## config.mk

```make
export PLATFORM = sky130hd
export DESIGN_NAME = at_command_line_responder
export DESIGN_NICKNAME = d
export VERILOG_FILES = /design/src/rtl/atcr_pkg.sv /design/src/rtl/atcr_parse.sv /design/src/rtl/at_command_line_responder.sv
export SDC_FILE = /design/constraint.sdc
export NUM_CORES = 1
export LEC_CHECK = 0
export ABC_AREA = 1
export BUFFER_PORTS_ARGS = -buffer_cell sky130_fd_sc_hd__buf_2
export CAP_MARGIN = 20
export CORE_ASPECT_RATIO = 1.25
export CORE_MARGIN = 4
export CORE_UTILIZATION = 45
export DETAILED_ROUTE_END_ITERATION = 8
export GPL_ROUTABILITY_DRIVEN = 0
export GPL_TIMING_DRIVEN = 1
export PLACE_DENSITY = 0.63
export SLEW_MARGIN = 10
export SYNTH_ARGS = -nofsm -noshare
export SYNTH_HDL_FRONTEND = slang
export SYNTH_SLANG_ARGS = --single-unit
```

## constraint.sdc

```tcl
create_clock -name clk -period 6.6 [get_ports clk]
set_input_delay 0.33 -clock clk [delete_from_list [all_inputs] [get_ports clk]]
set_output_delay 0.33 -clock clk [all_outputs]
set_load 0.005 [all_outputs]
```

## src/rtl/atcr_pkg.sv

```systemverilog
// Shared request codes, character codes, match type and hex helpers for the AT responder.
`timescale 1ns / 1ps

package atcr_pkg;

	localparam logic [1:0] REQ_WRITE      = 2'd0;
	localparam logic [1:0] REQ_READ       = 2'd1;
	localparam logic [1:0] REQ_SET_REPORT = 2'd2;
	localparam logic [1:0] REQ_SET_EVENT  = 2'd3;

	localparam logic [7:0] CH_LF    = 8'h0A;
	localparam logic [7:0] CH_CR    = 8'h0D;
	localparam logic [7:0] CH_PLUS  = 8'h2B;
	localparam logic [7:0] CH_ZERO  = 8'h30;
	localparam logic [7:0] CH_NINE  = 8'h39;
	localparam logic [7:0] CH_EQ    = 8'h3D;
	localparam logic [7:0] CH_QM    = 8'h3F;
	localparam logic [7:0] CH_A     = 8'h41;
	localparam logic [7:0] CH_D     = 8'h44;
	localparam logic [7:0] CH_E     = 8'h45;
	localparam logic [7:0] CH_F     = 8'h46;
	localparam logic [7:0] CH_K     = 8'h4B;
	localparam logic [7:0] CH_L     = 8'h4C;
	localparam logic [7:0] CH_O     = 8'h4F;
	localparam logic [7:0] CH_P     = 8'h50;
	localparam logic [7:0] CH_S     = 8'h53;
	localparam logic [7:0] CH_T     = 8'h54;
	localparam logic [7:0] CH_LC_A  = 8'h61;
	localparam logic [7:0] CH_LC_F  = 8'h66;

	// only the leading bytes of a line are ever compared or decoded
	localparam int LINE_KEEP = 8;

	typedef struct packed {
		logic        is_report;
		logic        is_event;
		logic        is_sleep;
		logic        is_timer;
		logic [15:0] timer_value;
	} atcr_match_t;

	function automatic logic [7:0] hex_char(input logic [3:0] n);
		logic [7:0] base;
		base = (n < 4'd10) ? CH_ZERO : (CH_A - 8'd10);
		return base + {4'd0, n};
	endfunction

	function automatic logic [3:0] hex_digit(input logic [7:0] c);
		logic [7:0] v;
		v = 8'd0;
		if (c >= CH_ZERO && c <= CH_NINE) begin
			v = c - CH_ZERO;
		end else if (c >= CH_A && c <= CH_F) begin
			v = c - CH_A + 8'd10;
		end else if (c >= CH_LC_A && c <= CH_LC_F) begin
			v = c - CH_LC_A + 8'd10;
		end
		return v[3:0];
	endfunction

endpackage

```

## src/rtl/atcr_parse.sv

```systemverilog
// Command line matcher: compares the head of the line with the fixed commands.
`timescale 1ns / 1ps

module atcr_parse import atcr_pkg::*; #(
	parameter int CNT_W = 5
) (
	input  logic [LINE_KEEP-1:0][7:0] head,
	input  logic [CNT_W-1:0]          count,
	output atcr_match_t               match
);

	logic       len4;
	logic       at_ok;
	logic [3:0] nib [4];

	assign len4  = count >= CNT_W'(4);
	assign at_ok = head[0] == CH_A && head[1] == CH_T;

	always_comb begin
		for (int k = 0; k < 4; k++) begin
			nib[k] = (count > CNT_W'(4 + k)) ? hex_digit(head[4 + k]) : 4'd0;
		end
	end

	always_comb begin
		match.is_report = len4 && at_ok && head[2] == CH_D && head[3] == CH_QM;
		match.is_event  = len4 && at_ok && head[2] == CH_E && head[3] == CH_QM;
		match.is_sleep  = count == CNT_W'(8) && at_ok && head[2] == CH_EQ &&
			head[3] == CH_S && head[4] == CH_L && head[5] == CH_E &&
			head[6] == CH_E && head[7] == CH_P;
		match.is_timer  = len4 && at_ok && head[2] == CH_S && head[3] == CH_EQ;
		match.timer_value = match.is_timer ? {nib[0], nib[1], nib[2], nib[3]} : 16'd0;
	end

endmodule

```

## src/rtl/at_command_line_responder.sv

```systemverilog
// Top level of the AT command line responder: request register, state stores, result register.
//
//  channel | signals                      | payload
//  --------+------------------------------+-------------------------------------------
//  s_*     | s_tvalid s_tready s_tdata    | one request: write, read or set a byte
//          | s_tuser                      |
//  m_*     | m_tvalid m_tready m_tdata    | one result per request
//
// Each request passes through the request register and then the result
// register; a new request is taken every cycle while m_tready is high.
// A stalled result holds the request register; s_tready drops only then.
// arst_n clears the line count, the reply pointer and length, and the
// report and event bytes.
`timescale 1ns / 1ps

module at_command_line_responder import atcr_pkg::*; #(
	parameter int RX_DEPTH   = 16,
	parameter int TX_DEPTH   = 16,
	parameter int REPORT_LEN = 4,
	parameter int EVENT_LEN  = 1
) (
	input  logic        clk,
	input  logic        arst_n,
	input  logic        s_tvalid,
	output logic        s_tready,
	input  logic [15:0] s_tdata,  // data_byte[7:0], byte_index[10:8], zero[15:11]
	input  logic [1:0]  s_tuser,  // req_type[1:0]
	output logic        m_tvalid,
	input  logic        m_tready,
	output logic [31:0] m_tdata   // read_byte[7:0], line_done[8], sleep_request[9],
	                              // timer_load[10], timer_value[26:11], zero[31:27]
);

	localparam int CNT_W     = $clog2(RX_DEPTH + 1);
	localparam int MAX_LEN   = (REPORT_LEN > EVENT_LEN) ? REPORT_LEN : EVENT_LEN;
	localparam int REPLY_D   = 2 * MAX_LEN + 2;
	localparam int POS_W     = $clog2(REPLY_D);
	localparam int LEN_W     = $clog2(REPLY_D + 1);
	localparam bit FIT_R     = (1 + 2 * REPORT_LEN) < TX_DEPTH;
	localparam int BODY_R    = FIT_R ? 1 + 2 * REPORT_LEN : 1;
	localparam bit CR_R      = (BODY_R + 1) < TX_DEPTH;
	localparam int LEN_R     = BODY_R + (CR_R ? 1 : 0);
	localparam bit FIT_E     = (1 + 2 * EVENT_LEN) < TX_DEPTH;
	localparam int BODY_E    = FIT_E ? 1 + 2 * EVENT_LEN : 1;
	localparam bit CR_E      = (BODY_E + 1) < TX_DEPTH;
	localparam int LEN_E     = BODY_E + (CR_E ? 1 : 0);

	// request register
	logic        valid_s1;
	logic [1:0]  type_s1;
	logic [7:0]  byte_s1;
	logic [2:0]  idx_s1;

	// state
	logic [LINE_KEEP-1:0][7:0] line_q;
	logic [CNT_W-1:0]          count_q;
	logic [7:0]                reply_q [REPLY_D];
	logic [POS_W-1:0]          pos_q;
	logic [LEN_W-1:0]          len_q;
	logic [7:0]                report_q [REPORT_LEN];
	logic [7:0]                event_q [EVENT_LEN];

	// result register
	logic        out_valid_q;
	logic [31:0] out_data_q;

	logic        advance;
	logic        fire;
	logic        is_end;
	atcr_match_t match;
	logic [7:0]  reply_d [REPLY_D];
	logic [LEN_W-1:0] len_end;
	logic [CNT_W-1:0] count_inc;
	logic [LEN_W-1:0] pos_inc;
	logic        rd_empty;
	logic [7:0]  rd_byte;

	assign advance  = !out_valid_q || m_tready;
	assign s_tready = !valid_s1 || advance;
	assign fire     = valid_s1 && advance;
	assign is_end   = type_s1 == REQ_WRITE && (byte_s1 == CH_CR || byte_s1 == CH_LF);

	atcr_parse #(.CNT_W(CNT_W)) u_parse (
		.head  (line_q),
		.count (count_q),
		.match (match)
	);

	// response built at line end: report or event bytes in hex, else +OK
	always_comb begin
		for (int p = 0; p < REPLY_D; p++) begin
			reply_d[p] = reply_q[p];
		end
		len_end = LEN_W'(4);
		if (match.is_report) begin
			reply_d[0] = CH_PLUS;
			if (FIT_R) begin
				for (int i = 0; i < REPORT_LEN; i++) begin
					reply_d[POS_W'(1 + 2 * i)] = hex_char(report_q[i][7:4]);
					reply_d[POS_W'(2 + 2 * i)] = hex_char(report_q[i][3:0]);
				end
			end
			if (CR_R) begin
				reply_d[POS_W'(LEN_R - 1)] = CH_CR;
			end
			len_end = LEN_W'(LEN_R);
		end else if (match.is_event) begin
			reply_d[0] = CH_PLUS;
			if (FIT_E) begin
				for (int i = 0; i < EVENT_LEN; i++) begin
					reply_d[POS_W'(1 + 2 * i)] = hex_char(event_q[i][7:4]);
					reply_d[POS_W'(2 + 2 * i)] = hex_char(event_q[i][3:0]);
				end
			end
			if (CR_E) begin
				reply_d[POS_W'(LEN_E - 1)] = CH_CR;
			end
			len_end = LEN_W'(LEN_E);
		end else begin
			reply_d[0] = CH_PLUS;
			reply_d[1] = CH_O;
			reply_d[2] = CH_K;
			reply_d[3] = CH_CR;
		end
	end

	assign count_inc = count_q + 1'b1;
	assign pos_inc   = LEN_W'(pos_q) + 1'b1;
	assign rd_empty  = len_q == '0 || LEN_W'(pos_q) >= len_q;
	assign rd_byte   = rd_empty ? CH_CR : reply_q[pos_q];

	always_ff @(posedge clk or negedge arst_n) begin
		if (!arst_n) begin
			valid_s1 <= 1'b0;
		end else if (s_tready) begin
			valid_s1 <= s_tvalid;
		end
	end

	always_ff @(posedge clk) begin
		if (s_tvalid && s_tready) begin
			type_s1 <= s_tuser;
			byte_s1 <= s_tdata[7:0];
			idx_s1  <= s_tdata[10:8];
		end
	end

	always_ff @(posedge clk or negedge arst_n) begin
		if (!arst_n) begin
			line_q  <= '0;
			count_q <= '0;
			pos_q   <= '0;
			len_q   <= '0;
			for (int i = 0; i < REPORT_LEN; i++) begin
				report_q[i] <= 8'd0;
			end
			for (int i = 0; i < EVENT_LEN; i++) begin
				event_q[i] <= 8'd0;
			end
		end else if (fire) begin
			case (type_s1)
				REQ_WRITE: begin
					if (is_end) begin
						count_q <= '0;
						pos_q   <= '0;
						len_q   <= len_end;
						if (match.is_sleep) begin
							for (int i = 0; i < REPORT_LEN; i++) begin
								report_q[i] <= 8'd0;
							end
							for (int i = 0; i < EVENT_LEN; i++) begin
								event_q[i] <= 8'd0;
							end
						end
					end else begin
						if (count_q < CNT_W'(LINE_KEEP)) begin
							line_q[count_q[2:0]] <= byte_s1;
						end
						count_q <= (count_inc == CNT_W'(RX_DEPTH)) ? '0 : count_inc;
					end
				end
				REQ_READ: begin
					if (rd_empty || pos_inc >= len_q) begin
						pos_q <= '0;
						len_q <= '0;
					end else begin
						pos_q <= pos_q + 1'b1;
					end
				end
				REQ_SET_REPORT: begin
					for (int i = 0; i < REPORT_LEN; i++) begin
						if (idx_s1 == 3'(i)) begin
							report_q[i] <= byte_s1;
						end
					end
				end
				default: begin
					for (int i = 0; i < EVENT_LEN; i++) begin
						if (idx_s1 == 3'(i)) begin
							event_q[i] <= byte_s1;
						end
					end
				end
			endcase
		end
	end

	always_ff @(posedge clk) begin
		if (fire && is_end) begin
			for (int p = 0; p < REPLY_D; p++) begin
				reply_q[p] <= reply_d[p];
			end
		end
	end

	always_ff @(posedge clk or negedge arst_n) begin
		if (!arst_n) begin
			out_valid_q <= 1'b0;
		end else if (advance) begin
			out_valid_q <= valid_s1;
		end
	end

	always_ff @(posedge clk) begin
		if (fire) begin
			out_data_q <= {5'd0,
				is_end ? match.timer_value : 16'd0,
				is_end && match.is_timer && !match.is_sleep,
				is_end && match.is_sleep,
				is_end,
				(type_s1 == REQ_READ) ? rd_byte : 8'd0};
		end
	end

	assign m_tvalid = out_valid_q;
	assign m_tdata  = out_data_q;

	a_count_bound: assert property (@(posedge clk) disable iff (!arst_n)
		count_q < CNT_W'(RX_DEPTH))
		else $error("line count out of range");

	a_pos_len: assert property (@(posedge clk) disable iff (!arst_n)
		(len_q == '0 && pos_q == '0) || (LEN_W'(pos_q) < len_q))
		else $error("reply pointer beyond reply length");

	a_sleep_done: assert property (@(posedge clk) disable iff (!arst_n)
		out_valid_q && (out_data_q[9] || out_data_q[10]) |-> out_data_q[8] &&
		!(out_data_q[9] && out_data_q[10]) && out_data_q[7:0] == 8'd0)
		else $error("command flags without a line end");

	a_end_reply: assert property (@(posedge clk) disable iff (!arst_n)
		fire && is_end |=> len_q != '0 && pos_q == '0)
		else $error("line end left no response");

endmodule

```

Word-level counts from Yosys, hierarchy flattened
Memories as Yosys holds them, arrays and structs flattened.
Cells that the tools add are included.
{"block": "totals", "register_bits": 159, "mem_bits_rw": 80, "input_bits": 22, "out_inout_bits": 34, "elab_cells": 260, "memories": 1}
{"block": "classes", "add_sub_neg": 31, "magnitude_cmp": 43, "eq_ne": 31, "n_mux": 55, "bitwise": 3, "reduce_logical": 68}
{"name": "reply_q", "depth": 10, "word_bits": 8, "rd": 1, "rd_ports_with_merged_regs": 0, "write_ports": 8, "line_no": "at_command_line_responder.sv:57", "source": "logic [7:0] reply_q [REPLY_D];"}
{"operator": "$mux 32", "n": 4}
{"operator": "$eq 8x7->1 const B", "n": 10}
{"operator": "$mux 4", "n": 20}
{"operator": "$mux 8", "n": 9}
{"operator": "$bwmux 64", "n": 1}
{"operator": "$ge 8x7->1 const B", "n": 8}
{"operator": "$le 8x7->1 const B", "n": 8}
{"operator": "$pmux 32 s2", "n": 1}
{"operator": "$add 6x4->7", "n": 9}
{"operator": "$sub 4x1->4 const B", "n": 12}
{"operator": "$lt 4x4->1 const B", "n": 9}
{"operator": "$logic_and 1x1->1", "n": 35}
{"operator": "$add 4x4->4 const B", "n": 8}
{"operator": "$ge 8x6->1 const B", "n": 4}
{"operator": "$le 8x6->1 const B", "n": 4}
{"operator": "$mux 3", "n": 9}
{"operator": "$reduce_and 5->1", "n": 5}
{"operator": "$demux 8 s3", "n": 1}
{"operator": "$eq 8x6->1 const B", "n": 3}
{"operator": "$mux 23", "n": 1}
{"operator": "$gt 5x3->1 const B", "n": 4}
{"operator": "$eq 8x4->1 const B", "n": 2}
{"operator": "$pmux 4 s2", "n": 2}
{"operator": "$pmux 8 s2", "n": 1}
{"operator": "30 further kinds", "n": 61}

Logic depth before layout (Yosys ltp)
Gate-level depths: netlist (run 1).
{"block": "logic_depth", "word_depth": 12, "depth_mapped": 14, "mapped_depth_nobuf": 13}

By module
A second synthesis (run 1) with hierarchy kept.
{"block": "hier_totals", "hier_cells": 1291, "area_unflattened_um2": 11040.6}
{"module": "at_command_line_responder", "instances": 1, "cells_each": 1072, "area_per_inst_um2": 9924.5, "seq_area_each_um2": 5470.2}
{"module": "atcr_parse", "instances": 1, "cells_each": 219, "area_per_inst_um2": 1116.1, "seq_area_each_um2": 0.0}

Worst setup path before layout (run 1)
No wires, ideal clock.
{"block": "synth_timing", "path_kind": "reg-to-reg", "start": "register out_valid_q, in the netlist m_tvalid", "end": "memory reply_q[4][0] (enable)", "setup_ps": 413, "arrival_time_ps": 2993, "required_ps": 6187, "slack_ps": 3194, "stages_incl_launch_ff": 8, "path_buffers": 0, "synth_period_minus_slack_ps": 3406, "path_cell_list": "dfrtp_1 > nand2_1 > nand2_1 > inv_1 > nand2_1 > inv_1 > nand2_1 > nor2_1"}
{"item": "start: declaration", "line_no": "at_command_line_responder.sv:64", "source": "logic out_valid_q;"}
{"item": "start signal: assignment", "line_no": "at_command_line_responder.sv:220", "source": "out_valid_q <= valid_s1;"}
{"item": "end: declaration", "line_no": "at_command_line_responder.sv:57"}

Worst setup path after layout (run 1)
{"block": "layout_timing", "start": "register byte_s1[0]", "end": "register report_q[28] (netlist bit)"}
{"block": "layout_between", "elab_chain_cells": 5, "word_cells_on_any_way": 6, "cone_classes": "3 x eq/ne; 3 x reduce/logical"}
{"item": "start: declaration", "line_no": "at_command_line_responder.sv:51", "source": "logic [7:0] byte_s1;"}
{"item": "start signal: assignment", "line_no": "at_command_line_responder.sv:143", "source": "byte_s1 <= s_tdata[7:0];"}
{"item": "$eq 8x4->1", "line_no": "at_command_line_responder.sv:81", "source": "assign is_end = type_s1 == REQ_WRITE && (byte_s1 == CH_CR || byte_s1 == CH_LF);"}
{"item": "$logic_or 1x1->1 *", "line_no": "at_command_line_responder.sv:81"}
{"item": "$logic_and 1x1->1 *", "line_no": "at_command_line_responder.sv:81"}
{"item": "$ne 2x2->1 (no source line) *"}
{"item": "$reduce_and 5->1 (no source line) *"}
{"item": "end signal: indexed assignment", "line_no": "at_command_line_responder.sv:193", "source": "report_q[i] <= byte_s1;"}
{"item": "end: declaration", "line_no": "at_command_line_responder.sv:60", "source": "logic [7:0] report_q [REPORT_LEN];"}
Every way passes the cells marked *; elsewhere a longest branch is shown, timed or not.
A chain may end at the register's enable or synchronous reset.

==> results of run 1 <==
flip-flops by register name (all words and copies together) (netlist names):
signal and cells:
reply_q 49, count_q 5, m_tdata 26, type_s1 2, event_q 8, line_q 64, byte_s1 8, pos_q 4
len_q 2, report_q 28, valid_s1 1, m_tvalid 1, idx_s1 3
synth_stat cells, drive strengths merged:
library cell	number	area share, %
xor2	18	1.5
nand4	13	0.78
dfrtp	113	27
edfxtp	88	25
a21o	3	0.22
nor4	1	0.20
nor2	108	4.0
nand3	71	3.4
a21boi	1	0.072
nand2	322	12
inv	137	5.0
nor3	26	1.4
o211ai	4	0.29
clkinv	2	0.072
o21bai	3	0.22
buf	17	1.4
a21oi	29	1.4
o22ai	15	0.90
clkbuf	11	0.40
o2111ai	4	0.34
o21ai	117	5.6
or2	3	0.18
ha	50	6.0
nand3b	1	0.072
fa	8	1.5
a31oi	1	0.060
xnor2	7	0.59
conb	1	0.036
worst max path at each step:
| stage | slack, ns | end | startpoint | depth (start not counted) |
|---|---|---|---|---|
| 6_report | 3.52 | report_q[28]$_DFFE_PN0P_ | byte_s1[0]$_DFFE_PP_ | 10 |
| 5_1_grt | 3.29 | report_q[28]$_DFFE_PN0P_ | byte_s1[1]$_DFFE_PP_ | 10 |
| 4_1_cts | 3.55 | report_q[28]$_DFFE_PN0P_ | byte_s1[0]$_DFFE_PP_ | 10 |
| 3_5_place_dp | 3.57 | report_q[19]$_DFFE_PN0P_ | byte_s1[0]$_DFFE_PP_ | 10 |
| 3_3_place_gp | 3.62 | report_q[31]$_DFFE_PN0P_ | byte_s1[0]$_DFFE_PP_ | 10 |
| 2_1_floorplan | 3.19 | reply_q[4][0]$_DFFE_PP_ | m_tvalid$_DFFE_PN0P_ | 7 |
where the power goes:
part / switching, W / total (W) / internal, W
combinational: 0.000573 / 0.000928 / 0.000355
clock: 0.000493 / 0.00118 / 0.000692
sequential: 0.000277 / 0.00186 / 0.00158
timing repair:
action / 4_1_cts / 5_1_grt
hold buffers: 14 / 0
gates resized for setup: 0 / 0
endpoints found under the hold margin: 72 / 0
cells by family (layout without fill, tap and decap cells):
family | after synthesis | after routing | synth area share [%]
AOI/OAI and AO/OA | 177 | 177 | 9.13
xor gates and xnor gates | 25 | 25 | 2.11
and+or+nand+nor | 545 | 545 | 21.6
adders and majority gates | 58 | 58 | 7.57
DFF | 201 | 201 | 52.7
other | 1 | 6 | 0.0361
buffers and inverters | 167 | 240 | 6.83
metrics by stage:
step	utilization [%]	cell area [sq um]	cells
5_1_grt	51.8	11700	1535
6_report	51.8	11700	1535
3_5_place_dp	48.0	10800	1481
4_1_cts	51.8	11700	1535
3_3_place_gp	48.0	10800	1481
2_1_floorplan	-	10400	1179
layer usage:
metal	vias up	part of all wire (%)
li1	3979	-
met1	3698	42
met2	155	52
met3	40	3.9
met4	0	2.6
met5	-	0
final cells by class:
cell class                      instances  share of cell area, %
Clock buffer                           31                   5.62
Inverter                              139                   4.47
Timing Repair Buffer                   61                   3.30
Tap cell                              283                   3.04
Clock inverter                          9                  0.461
Multi-Input combinational cell        811                   36.2
Sequential cell                       201                   46.9
critical path, cell delays in order, from the launching register on:
cell	delay [ns]
edfxtp_1	0.54
inv_1	0.39
nand2_1	0.08
o21ai_0	0.15
inv_1	0.09
nor2_4	0.21
nand3_1	0.12
nand2_1	0.71
nand2_1	0.42
nand2_1	0.18
nand2_1	0.06
==> flow_summary.ini, run 1 <==
[routing]
wl_um = 23400
drtIter0Drc = 547
vias_per_cell = 5.13
wl_per_cell_um = 15.2
drtAntennaViolNets = 0
drcViolationCount = 0
detailedRoute.firstPassIterationCount = 5
route.vias.total = 7872

[global_route]
grt_use_met3_pct = 2.26
grt_overflow = 0
grt_pass1_wl_um = 38400
grt_antenna_before_repair = 0
grt.busiest_layer = met2
grtUsageMet1_pct = 23.5
grt_usage_pct = 18.8
grt_start_max_net_pins = 61
use_met2_pct = 33.5
grt_pass1_vias = 7595

[place]
dp_worst_setup_slack_ns = 3.57
io_buffers = 44
dp_hpwl_um = 16700

[logic_synthesis]
syn_area_per_cell_sq_um = 8.84
yosysSeqAreaShare_pct = 52.7
ys_warn_count = 0
yosysUniqueCellTypes = 33
syn_area_sq_mm = 0.0104
synth_cells = 1174
ys_ff_latch = 201

[worst_setup_path]
start_kind = register
required_ns = 6.98
r2r_start = byte_s1[0]$_DFFE_PP_
crit_arrival_ns = 3.46
worst-setup-path-type = reg2reg
reg2reg_setup_slack_ns = 3.52
worst_r2r_path_depth = 10
setup.worst_path.end_class = register
r2r-end = report_q[28]$_DFFE_PN0P_
cp_max_fo = 33

[layout]
nFillCells = 2081
layout_commonest_cell = nand2_1
nets = 1316
multiInputGateArea_sq_mm = 0.00423
layout-drive-gt1-share_pct = 6.79
layout_common_cells = 322 x nand2_1, 137 x inv_1, 116 x o21ai_0
area_growth_pct = 12.4
seqCellArea_sq_mm = 0.00547
diodes = 0

[cts]
clk_latency_ns = 0.51
cts_sinks = 201
cts_tree = built
post_cts.repair.setup_buffers = 0
cts_root_buf = clkbuf_16
clk_pin_slew_ns = 0.06
htree_levels = 1
cts_buffer_depth = 3
cts_made_buffers = 22

[min_path]
hold_depth = 3
hold_class = in2reg
holdCritStartpoint = s_tvalid
worstHoldEndpoint = valid_s1$_DFFE_PN0N_

[timing]
slew_violations = 0
skew_ns = 0.0179
tightest_slew_ns = 0.949
fin_ws_ns = 3.52
fin_crit_ns = 3.08
hold_viol = 0
finalSetupViolations = 0
fin_crit_sh_pct = 46.7
timing.slew.headroom_pct = 36.6
hold_ws_ns = 0.0336
rsz0062_at_grt = no
max_freq_ghz = 0.325
tns_ns = 0

[pwr]
power.density_mw_per_mm2 = 341
peakVddDrop_mv = 0.258
total_power_w = 0.00397
power_leakage_nw = 5.38

[job]
max_cap_viol_count = 0

[die]
io-pin-count = 56
fp.dieArea_sq_mm = 0.0256
die_x_um = 144
start_util_pct = 46.1
rows = 61
core_sq_mm = 0.0225
fp.dieH_um = 178

[run_status]
status = completed
Power figures use the tool's default switching activity.
==> run 2, diff against run 1 <==
--- a/config.mk
+++ b/config.mk
@@ -5,7 +5,7 @@
 export SDC_FILE = /design/constraint.sdc
 export NUM_CORES = 1
 export LEC_CHECK = 0
-export ABC_AREA = 1
+export ABC_AREA = 0
 export BUFFER_PORTS_ARGS = -buffer_cell sky130_fd_sc_hd__buf_2
 export CAP_MARGIN = 20
 export CORE_ASPECT_RATIO = 1.25
==> constraint.sdc (replaced) <==
create_clock -name clk -period 2.9 [get_ports clk]
set_input_delay 0.145 -clock clk [delete_from_list [all_inputs] [get_ports clk]]
set_output_delay 0.145 -clock clk [all_outputs]
set_load 0.005 [all_outputs]
==> run 2 against run 1 <==
  * Register-to-register slack got worse by 3.0 ns
  * Total power up 83%
  * Final cell count down 20%
  * Die area increased by 0.59%
  * Critical path depth shrank 2
  * Non-clock buffer count up 39
  * Combinational power is 6.6% higher
  * Clock power rose by 140%
  * Sequential cell count unchanged
  * Highest routed layer unchanged
==> flow_summary.ini, run 2 <==
[cts]
cts_sinks = 201
cts_root_buf = clkbuf_16
clk_pin_slew_ns = 0.06
htree_levels = 1
post_cts_resized = 0
cts_tree = built
clk_latency_ns = 0.51
cts_made_buffers = 22
cts_buffer_depth = 3
post_cts.repair.setup_buffers = 0

[global_route]
grt_usage_pct = 17.9
grt_start_max_net_pins = 54
grt_pass1_vias = 6748
grt_overflow = 0
grt_antenna_before_repair = 0
grt_pass1_wl_um = 36300

[layout]
top_regs = line_q (64), reply_q (49), report_q (28)
layout_common_cells = 113 x dfrtp_1, 94 x mux2_2, 88 x edfxtp_1
diodes = 0
nets = 1010
largest-register = line_q
layout-drive-gt1-share_pct = 25.9
area_growth_pct = 16.1
layout_commonest_cell = dfrtp_1
largest_register_ffs = 64
layout.cells.non_filler = 1234

[timing]
fin_crit_sh_pct = 81.8
finalSetupViolations = 0
tns_ns = 0
rsz0062_at_grt = no
fin_crit_ns = 2.37
tightest_slew_ns = 0.867
hold_viol = 0
timing.slew.headroom_pct = 41.7
skew_ns = 0.0177
max_freq_ghz = 0.422
slew_violations = 0

[place]
dp_hpwl_um = 16200
placed_cells = 1176
io_buffers = 44

[routing]
drcViolationCount = 0
wl_per_cell_um = 18.0
route.vias.total = 6670
vias_per_cell = 5.41
detailedRoute.firstPassIterationCount = 4
drtIter0Drc = 331
wl_um = 22200
drtAntennaViolNets = 0

[die]
fp.dieArea_sq_mm = 0.0257
rows = 62
die_x_um = 144
core_sq_mm = 0.0229
io-pin-count = 56
start_util_pct = 45.7
fp.dieH_um = 178

[worst_setup_path]
critPathMaxStageDelay_ns = 0.52
cp_top_family = compound AO/OA/AOI/OAI gates
setup.worst_path.end_class = register
critical_path.slowest_cell = a31oi_2
required_ns = 3.28
path_cells = inv_1, ha_1, and4b_1, nand4_1, nor3_2, buf_4, a31oi_2, mux2_2
r2r_start = line_q[56]$_DFFE_PN0P_
worst-setup-path-type = reg2reg
crit_start = line_q[56]$_DFFE_PN0P_
crit_arrival_ns = 2.75
cp_max_fo = 8
critPathBufInv = 2
start_kind = register

[logic_synthesis]
syn_area_per_cell_sq_um = 12.5
yosys.area.top_type_share_pct = 27.1
ys_ff_latch = 201
async_reset_ff_share_pct = 56.2
yosysUniqueCellTypes = 67
synth_flop_cell = dfrtp_1
syn_area_sq_mm = 0.0104
synth_cells = 833
yosysSeqAreaShare_pct = 52.4
ys_warn_count = 0
synth_common_cells = 113 x dfrtp_1, 94 x mux2_2, 88 x edfxtp_1
synth_most_common_cell = dfrtp_1
synth_area_leaders = dfrtp_1 27%, edfxtp_1 25%, mux2_2 10%
yosysTopAreaCell = dfrtp_1
synth_edf_count = 88

[pwr]
peakVddDrop_mv = 0.525
power_leakage_nw = 5.08
power.density_mw_per_mm2 = 599

[run_status]
status = completed

[min_path]
hold_class = in2async

[job]
max_cap_viol_count = 0
-- run 2: changes by cell type in the layout (fill, tap and decap cells not counted), sizes merged, moves of 13 or more --
cell	change
nand3	-63
buf	+35
o21a	+13
inv	-102
o21ai	-90
nor2	-71
and2	+17
mux2	+94
nand2	-275
nand2b	+18
nor2b	+13
mux2i	+15
-- run 2: through the flow --
step | power, W | hold WS, ns | util [%] | worst slack, ns | instance area (sq um)
4_1_cts | 0.00737 | 0.239 | 53.0 | 0.469 | 12100
5_1_grt | 0.00764 | 0.295 | 53.0 | 0.181 | 12100
3_3_place_gp | 0.00445 | 0.247 | 49.0 | 0.514 | 11200
3_5_place_dp | 0.00447 | 0.243 | 49.0 | 0.472 | 11200
6_report | 0.00726 | 0.238 | 53.0 | 0.529 | 12100
2_1_floorplan | 0.00415 | -0.151 | - | 0.154 | 10500
-- run 2: what timing repair did --
action,4_1_cts,5_1_grt
hold buffers,17,0
hold endpoints to repair,66,0
setup endpoints to repair,0,0
-- run 2: path summary, 6_finish.rpt --
path	slack, ns	to	depth (start not counted)
max	0.53	report_q[16]$_DFFE_PN0P_	8
min	0.24	pos_q[1]$_DFFE_PN0P_	2
max reg2reg	0.53	report_q[16]$_DFFE_PN0P_	8
min reg2reg	0.50	line_q[0]$_DFFE_PN0P_	1
max in group asynchronous	1.80	valid_s1$_DFFE_PN0N_	3
min in group clk	0.36	type_s1[0]$_DFFE_PP_	2
-- run 2: metal layers --
metal  global-route usage [%]  share of wire, %  up-vias
met3                     2.28               3.0       29
met4                     4.43               2.0        0
met2                     30.9                50       89
li1                         -                 -     3279
met5                        0                 0        -
met1                     24.0                45     3273
-- run 2: kinds of logic (layout without fill, tap and decap cells) --
group | Yosys count | in the layout | share of synthesized area, %
other | 1 | 6 | 0.0359
multiplexers | 116 | 116 | 13.1
flip-flops | 201 | 201 | 52.4
buffers and inverters | 66 | 174 | 2.79
adder cells (fa/ha/maj) | 58 | 58 | 7.52
AO/OA/AOI/OAI | 146 | 146 | 9.68
XOR/XNOR | 21 | 21 | 1.76
AND/OR/NAND/NOR | 224 | 224 | 12.8
-- run 2: layout make-up --
| class | count | area, sq um |
|---|---|---|
| Clock buffer | 31 | 646 |
| Clock inverter | 9 | 98.8 |
| Fill cell | 1959 | 10700 |
| Inverter | 34 | 128 |
| Multi-Input combinational cell | 571 | 4720 |
| Sequential cell | 201 | 5470 |
| Tap cell | 288 | 360 |
| Timing Repair Buffer | 100 | 716 |
-- run 2: report_power, final --
group	switching, W	internal, W
Sequential	0.000234	0.00320
Clock	0.00111	0.00173
Combinational	0.000533	0.000456
Total	0.00187	0.00539
==> run 3, diff against run 2 <==
--- a/config.mk
+++ b/config.mk
@@ -14,7 +14,7 @@
 export DETAILED_ROUTE_END_ITERATION = 8
 export GPL_ROUTABILITY_DRIVEN = 0
 export GPL_TIMING_DRIVEN = 1
-export PLACE_DENSITY = 0.63
+export PLACE_DENSITY = 0.65
 export SLEW_MARGIN = 10
 export SYNTH_ARGS = -nofsm -noshare
 export SYNTH_HDL_FRONTEND = slang
==> constraint.sdc (replaced) <==
create_clock -name clk -period 2.15 [get_ports clk]
set_input_delay 0.1075 -clock clk [delete_from_list [all_inputs] [get_ports clk]]
set_output_delay 0.1075 -clock clk [all_outputs]
set_load 0.005 [all_outputs]
==> run 3 against run 2 <==
  * The run now ends with negative setup slack left
  * Register-to-register slack worse by 0.58 ns
  * Critical path depth up 1
  * Total power up 36%
  * Final area up 11%
  * Global-route usage up 0.89 points
  * Count of clock-buffer cells in the layout down 1
  * Non-clock buffer count up 96
  * Final cell count up 7.5%
  * Critical path type unchanged
  * Highest routed layer unchanged
==> flow_summary.ini, run 3 (synthesized netlist as in run 2, its figures left out) <==
[run_status]
status = finished with violations
violations = negative setup slack

[min_path]
hold_class = in2async

[timing]
slew_violations = 0
fin_crit_ns = 2.20
skew_ns = 0.0216
rsz0062_at_grt = yes
tns_ns = -1.35
fin_crit_sh_pct = 102
max_freq_ghz = 0.454
hold_ws_ns = 0.143
fin_ws_ns = -0.0531
finalSetupViolations = 43
timing.slew.headroom_pct = 59.8
hold_viol = 0
tightest_slew_ns = 0.602

[worst_setup_path]
path_common_cell = buf_4
worst-setup-path-type = reg2reg
worst_r2r_path_depth = 9
cp_top_family = buffers and inverters
required_ns = 2.52
path_cells = nor4_2, nand3_2, buf_4, buf_4, nor2_1, buf_4, a31oi_4, buf_12, mux2_4
critPathMaxStageDelay_ns = 0.39
start_kind = register
r2r_start = line_q[7]$_DFFE_PN0P_
cp_max_fo = 8
critPathBufInv = 4
setup.worst_path.end_class = register
crit_arrival_ns = 2.57
r2r-end = report_q[30]$_DFFE_PN0P_
critical_path.slowest_cell = dfrtp_1
reg2reg_setup_slack_ns = -0.05

[layout]
layout_common_cells = 115 x buf_4, 113 x dfrtp_1, 88 x edfxtp_1
nets = 1105
top_regs = line_q (64), reply_q (49), report_q (28)
layout.core_utilization_pct = 58.8
largest-register = line_q
layout-drive-gt1-share_pct = 36.4
diodes = 0
area_growth_pct = 28.9
layout_commonest_cell = buf_4
largest_register_ffs = 64

[cts]
cts_tree = built
clk_pin_slew_ns = 0.06
cts_sinks = 201
cts_made_buffers = 21
cts_root_buf = clkbuf_16
htree_levels = 1
clk_latency_ns = 0.50
cts_buffer_depth = 3

[global_route]
grt_pass1_vias = 7389
grt_usage_pct = 18.8
grt_overflow = 0
grt_start_max_net_pins = 41
grt_antenna_before_repair = 0
grt_pass1_wl_um = 38200

[job]
max_cap_viol_count = 0

[routing]
vias_per_cell = 5.41
met1_length_um = 10400
drtIter0Drc = 355
detailedRoute.firstPassIterationCount = 6
wl_um = 24200
route.vias.total = 7183
wl_per_cell_um = 18.2
wl_met2_um = 12200
drcViolationCount = 0
highest_layer = met4
drtAntennaViolNets = 0
wl_met3_um = 825

[die]
die_x_um = 144
core_sq_mm = 0.0229
io-pin-count = 56
fp.dieH_um = 178
rows = 62
fp.dieArea_sq_mm = 0.0257
start_util_pct = 45.7

[place]
io_buffers = 44
dp_worst_setup_slack_ns = -0.131
dp_hpwl_um = 17300

[pwr]
power_leakage_nw = 5.70
power.density_mw_per_mm2 = 732
peakVddDrop_mv = 0.625
total_power_w = 0.00985
## run 3: changes by cell type in the layout (fill, tap and decap cells not counted), moves of 7 or more
cell / previous run / this run
nor3_1: 23 / 16
mux2_4: 0 / 65
buf_12: 2 / 9
buf_4: 37 / 115
buf_6: 0 / 10
mux2_2: 94 / 29
## run 3: through the flow
step	cells	cell area, sq um
after detailed placement	1253	11900
after global routing	1327	13500
final	1327	13500
after global placement	1253	11900
after floorplan	838	10600
after CTS	1320	13000
## run 3: worst register-to-register path, stage by stage, from the launching register on
cell	delay, ns
dfrtp_1	0.39
nor4_2	0.32
nand3_2	0.17
buf_4	0.17
buf_4	0.14
nor2_1	0.14
buf_4	0.20
a31oi_4	0.11
buf_12	0.15
mux2_4	0.29
## run 3: where the power goes
group / switching (W) / total, W / internal, W
sequential: 0.000224 / 0.00455 / 0.00432
clock: 0.00141 / 0.00349 / 0.00208
combinational: 0.000955 / 0.00181 / 0.000860
total: 0.00259 / 0.00985 / 0.00726
## run 3: final cells by class
cell class | instances | area (sq um)
Fill cell | 1807 | 9420
Sequential cell | 201 | 5470
Multi-Input combinational cell | 571 | 5250
Timing Repair Buffer | 196 | 1590
Clock buffer | 30 | 609
Tap cell | 288 | 360
Inverter | 34 | 130
Clock inverter | 7 | 56.3
## run 3: worst max-delay path by stage
stage	start	to	depth (start not counted)
final	line_q[7]$_DFFE_PN0P_	report_q[30]$_DFFE_PN0P_	9
after global routing	line_q[9]$_DFFE_PN0P_	reply_q[4][5]$_DFFE_PP_	7
after CTS	line_q[7]$_DFFE_PN0P_	reply_q[6][5]$_DFFE_PP_	7
after detailed placement	line_q[2]$_DFFE_PN0P_	reply_q[6][1]$_DFFE_PP_	6
after global placement	line_q[2]$_DFFE_PN0P_	reply_q[6][1]$_DFFE_PP_	6
after floorplan	line_q[9]$_DFFE_PN0P_	reply_q[4][0]$_DFFE_PP_	5
## run 3: timing repair
item / in CTS / in global routing
setup buffers: 12 / 8
endpoints found under the setup margin: 116 / 178
hold buffers: 17 / 0
pin swaps: 21 / 27
gates cloned: 1 / 1
gates resized for setup: 25 / 92
endpoints found under the hold margin: 49 / 0
## run 3: per-layer routing
metal | vias to the layer above | GRT usage, %
met5 | - | 0
met4 | 0 | 5.95
met3 | 40 | 2.57
met2 | 121 | 33.3
met1 | 3568 | 23.8
li1 | 3454 | -
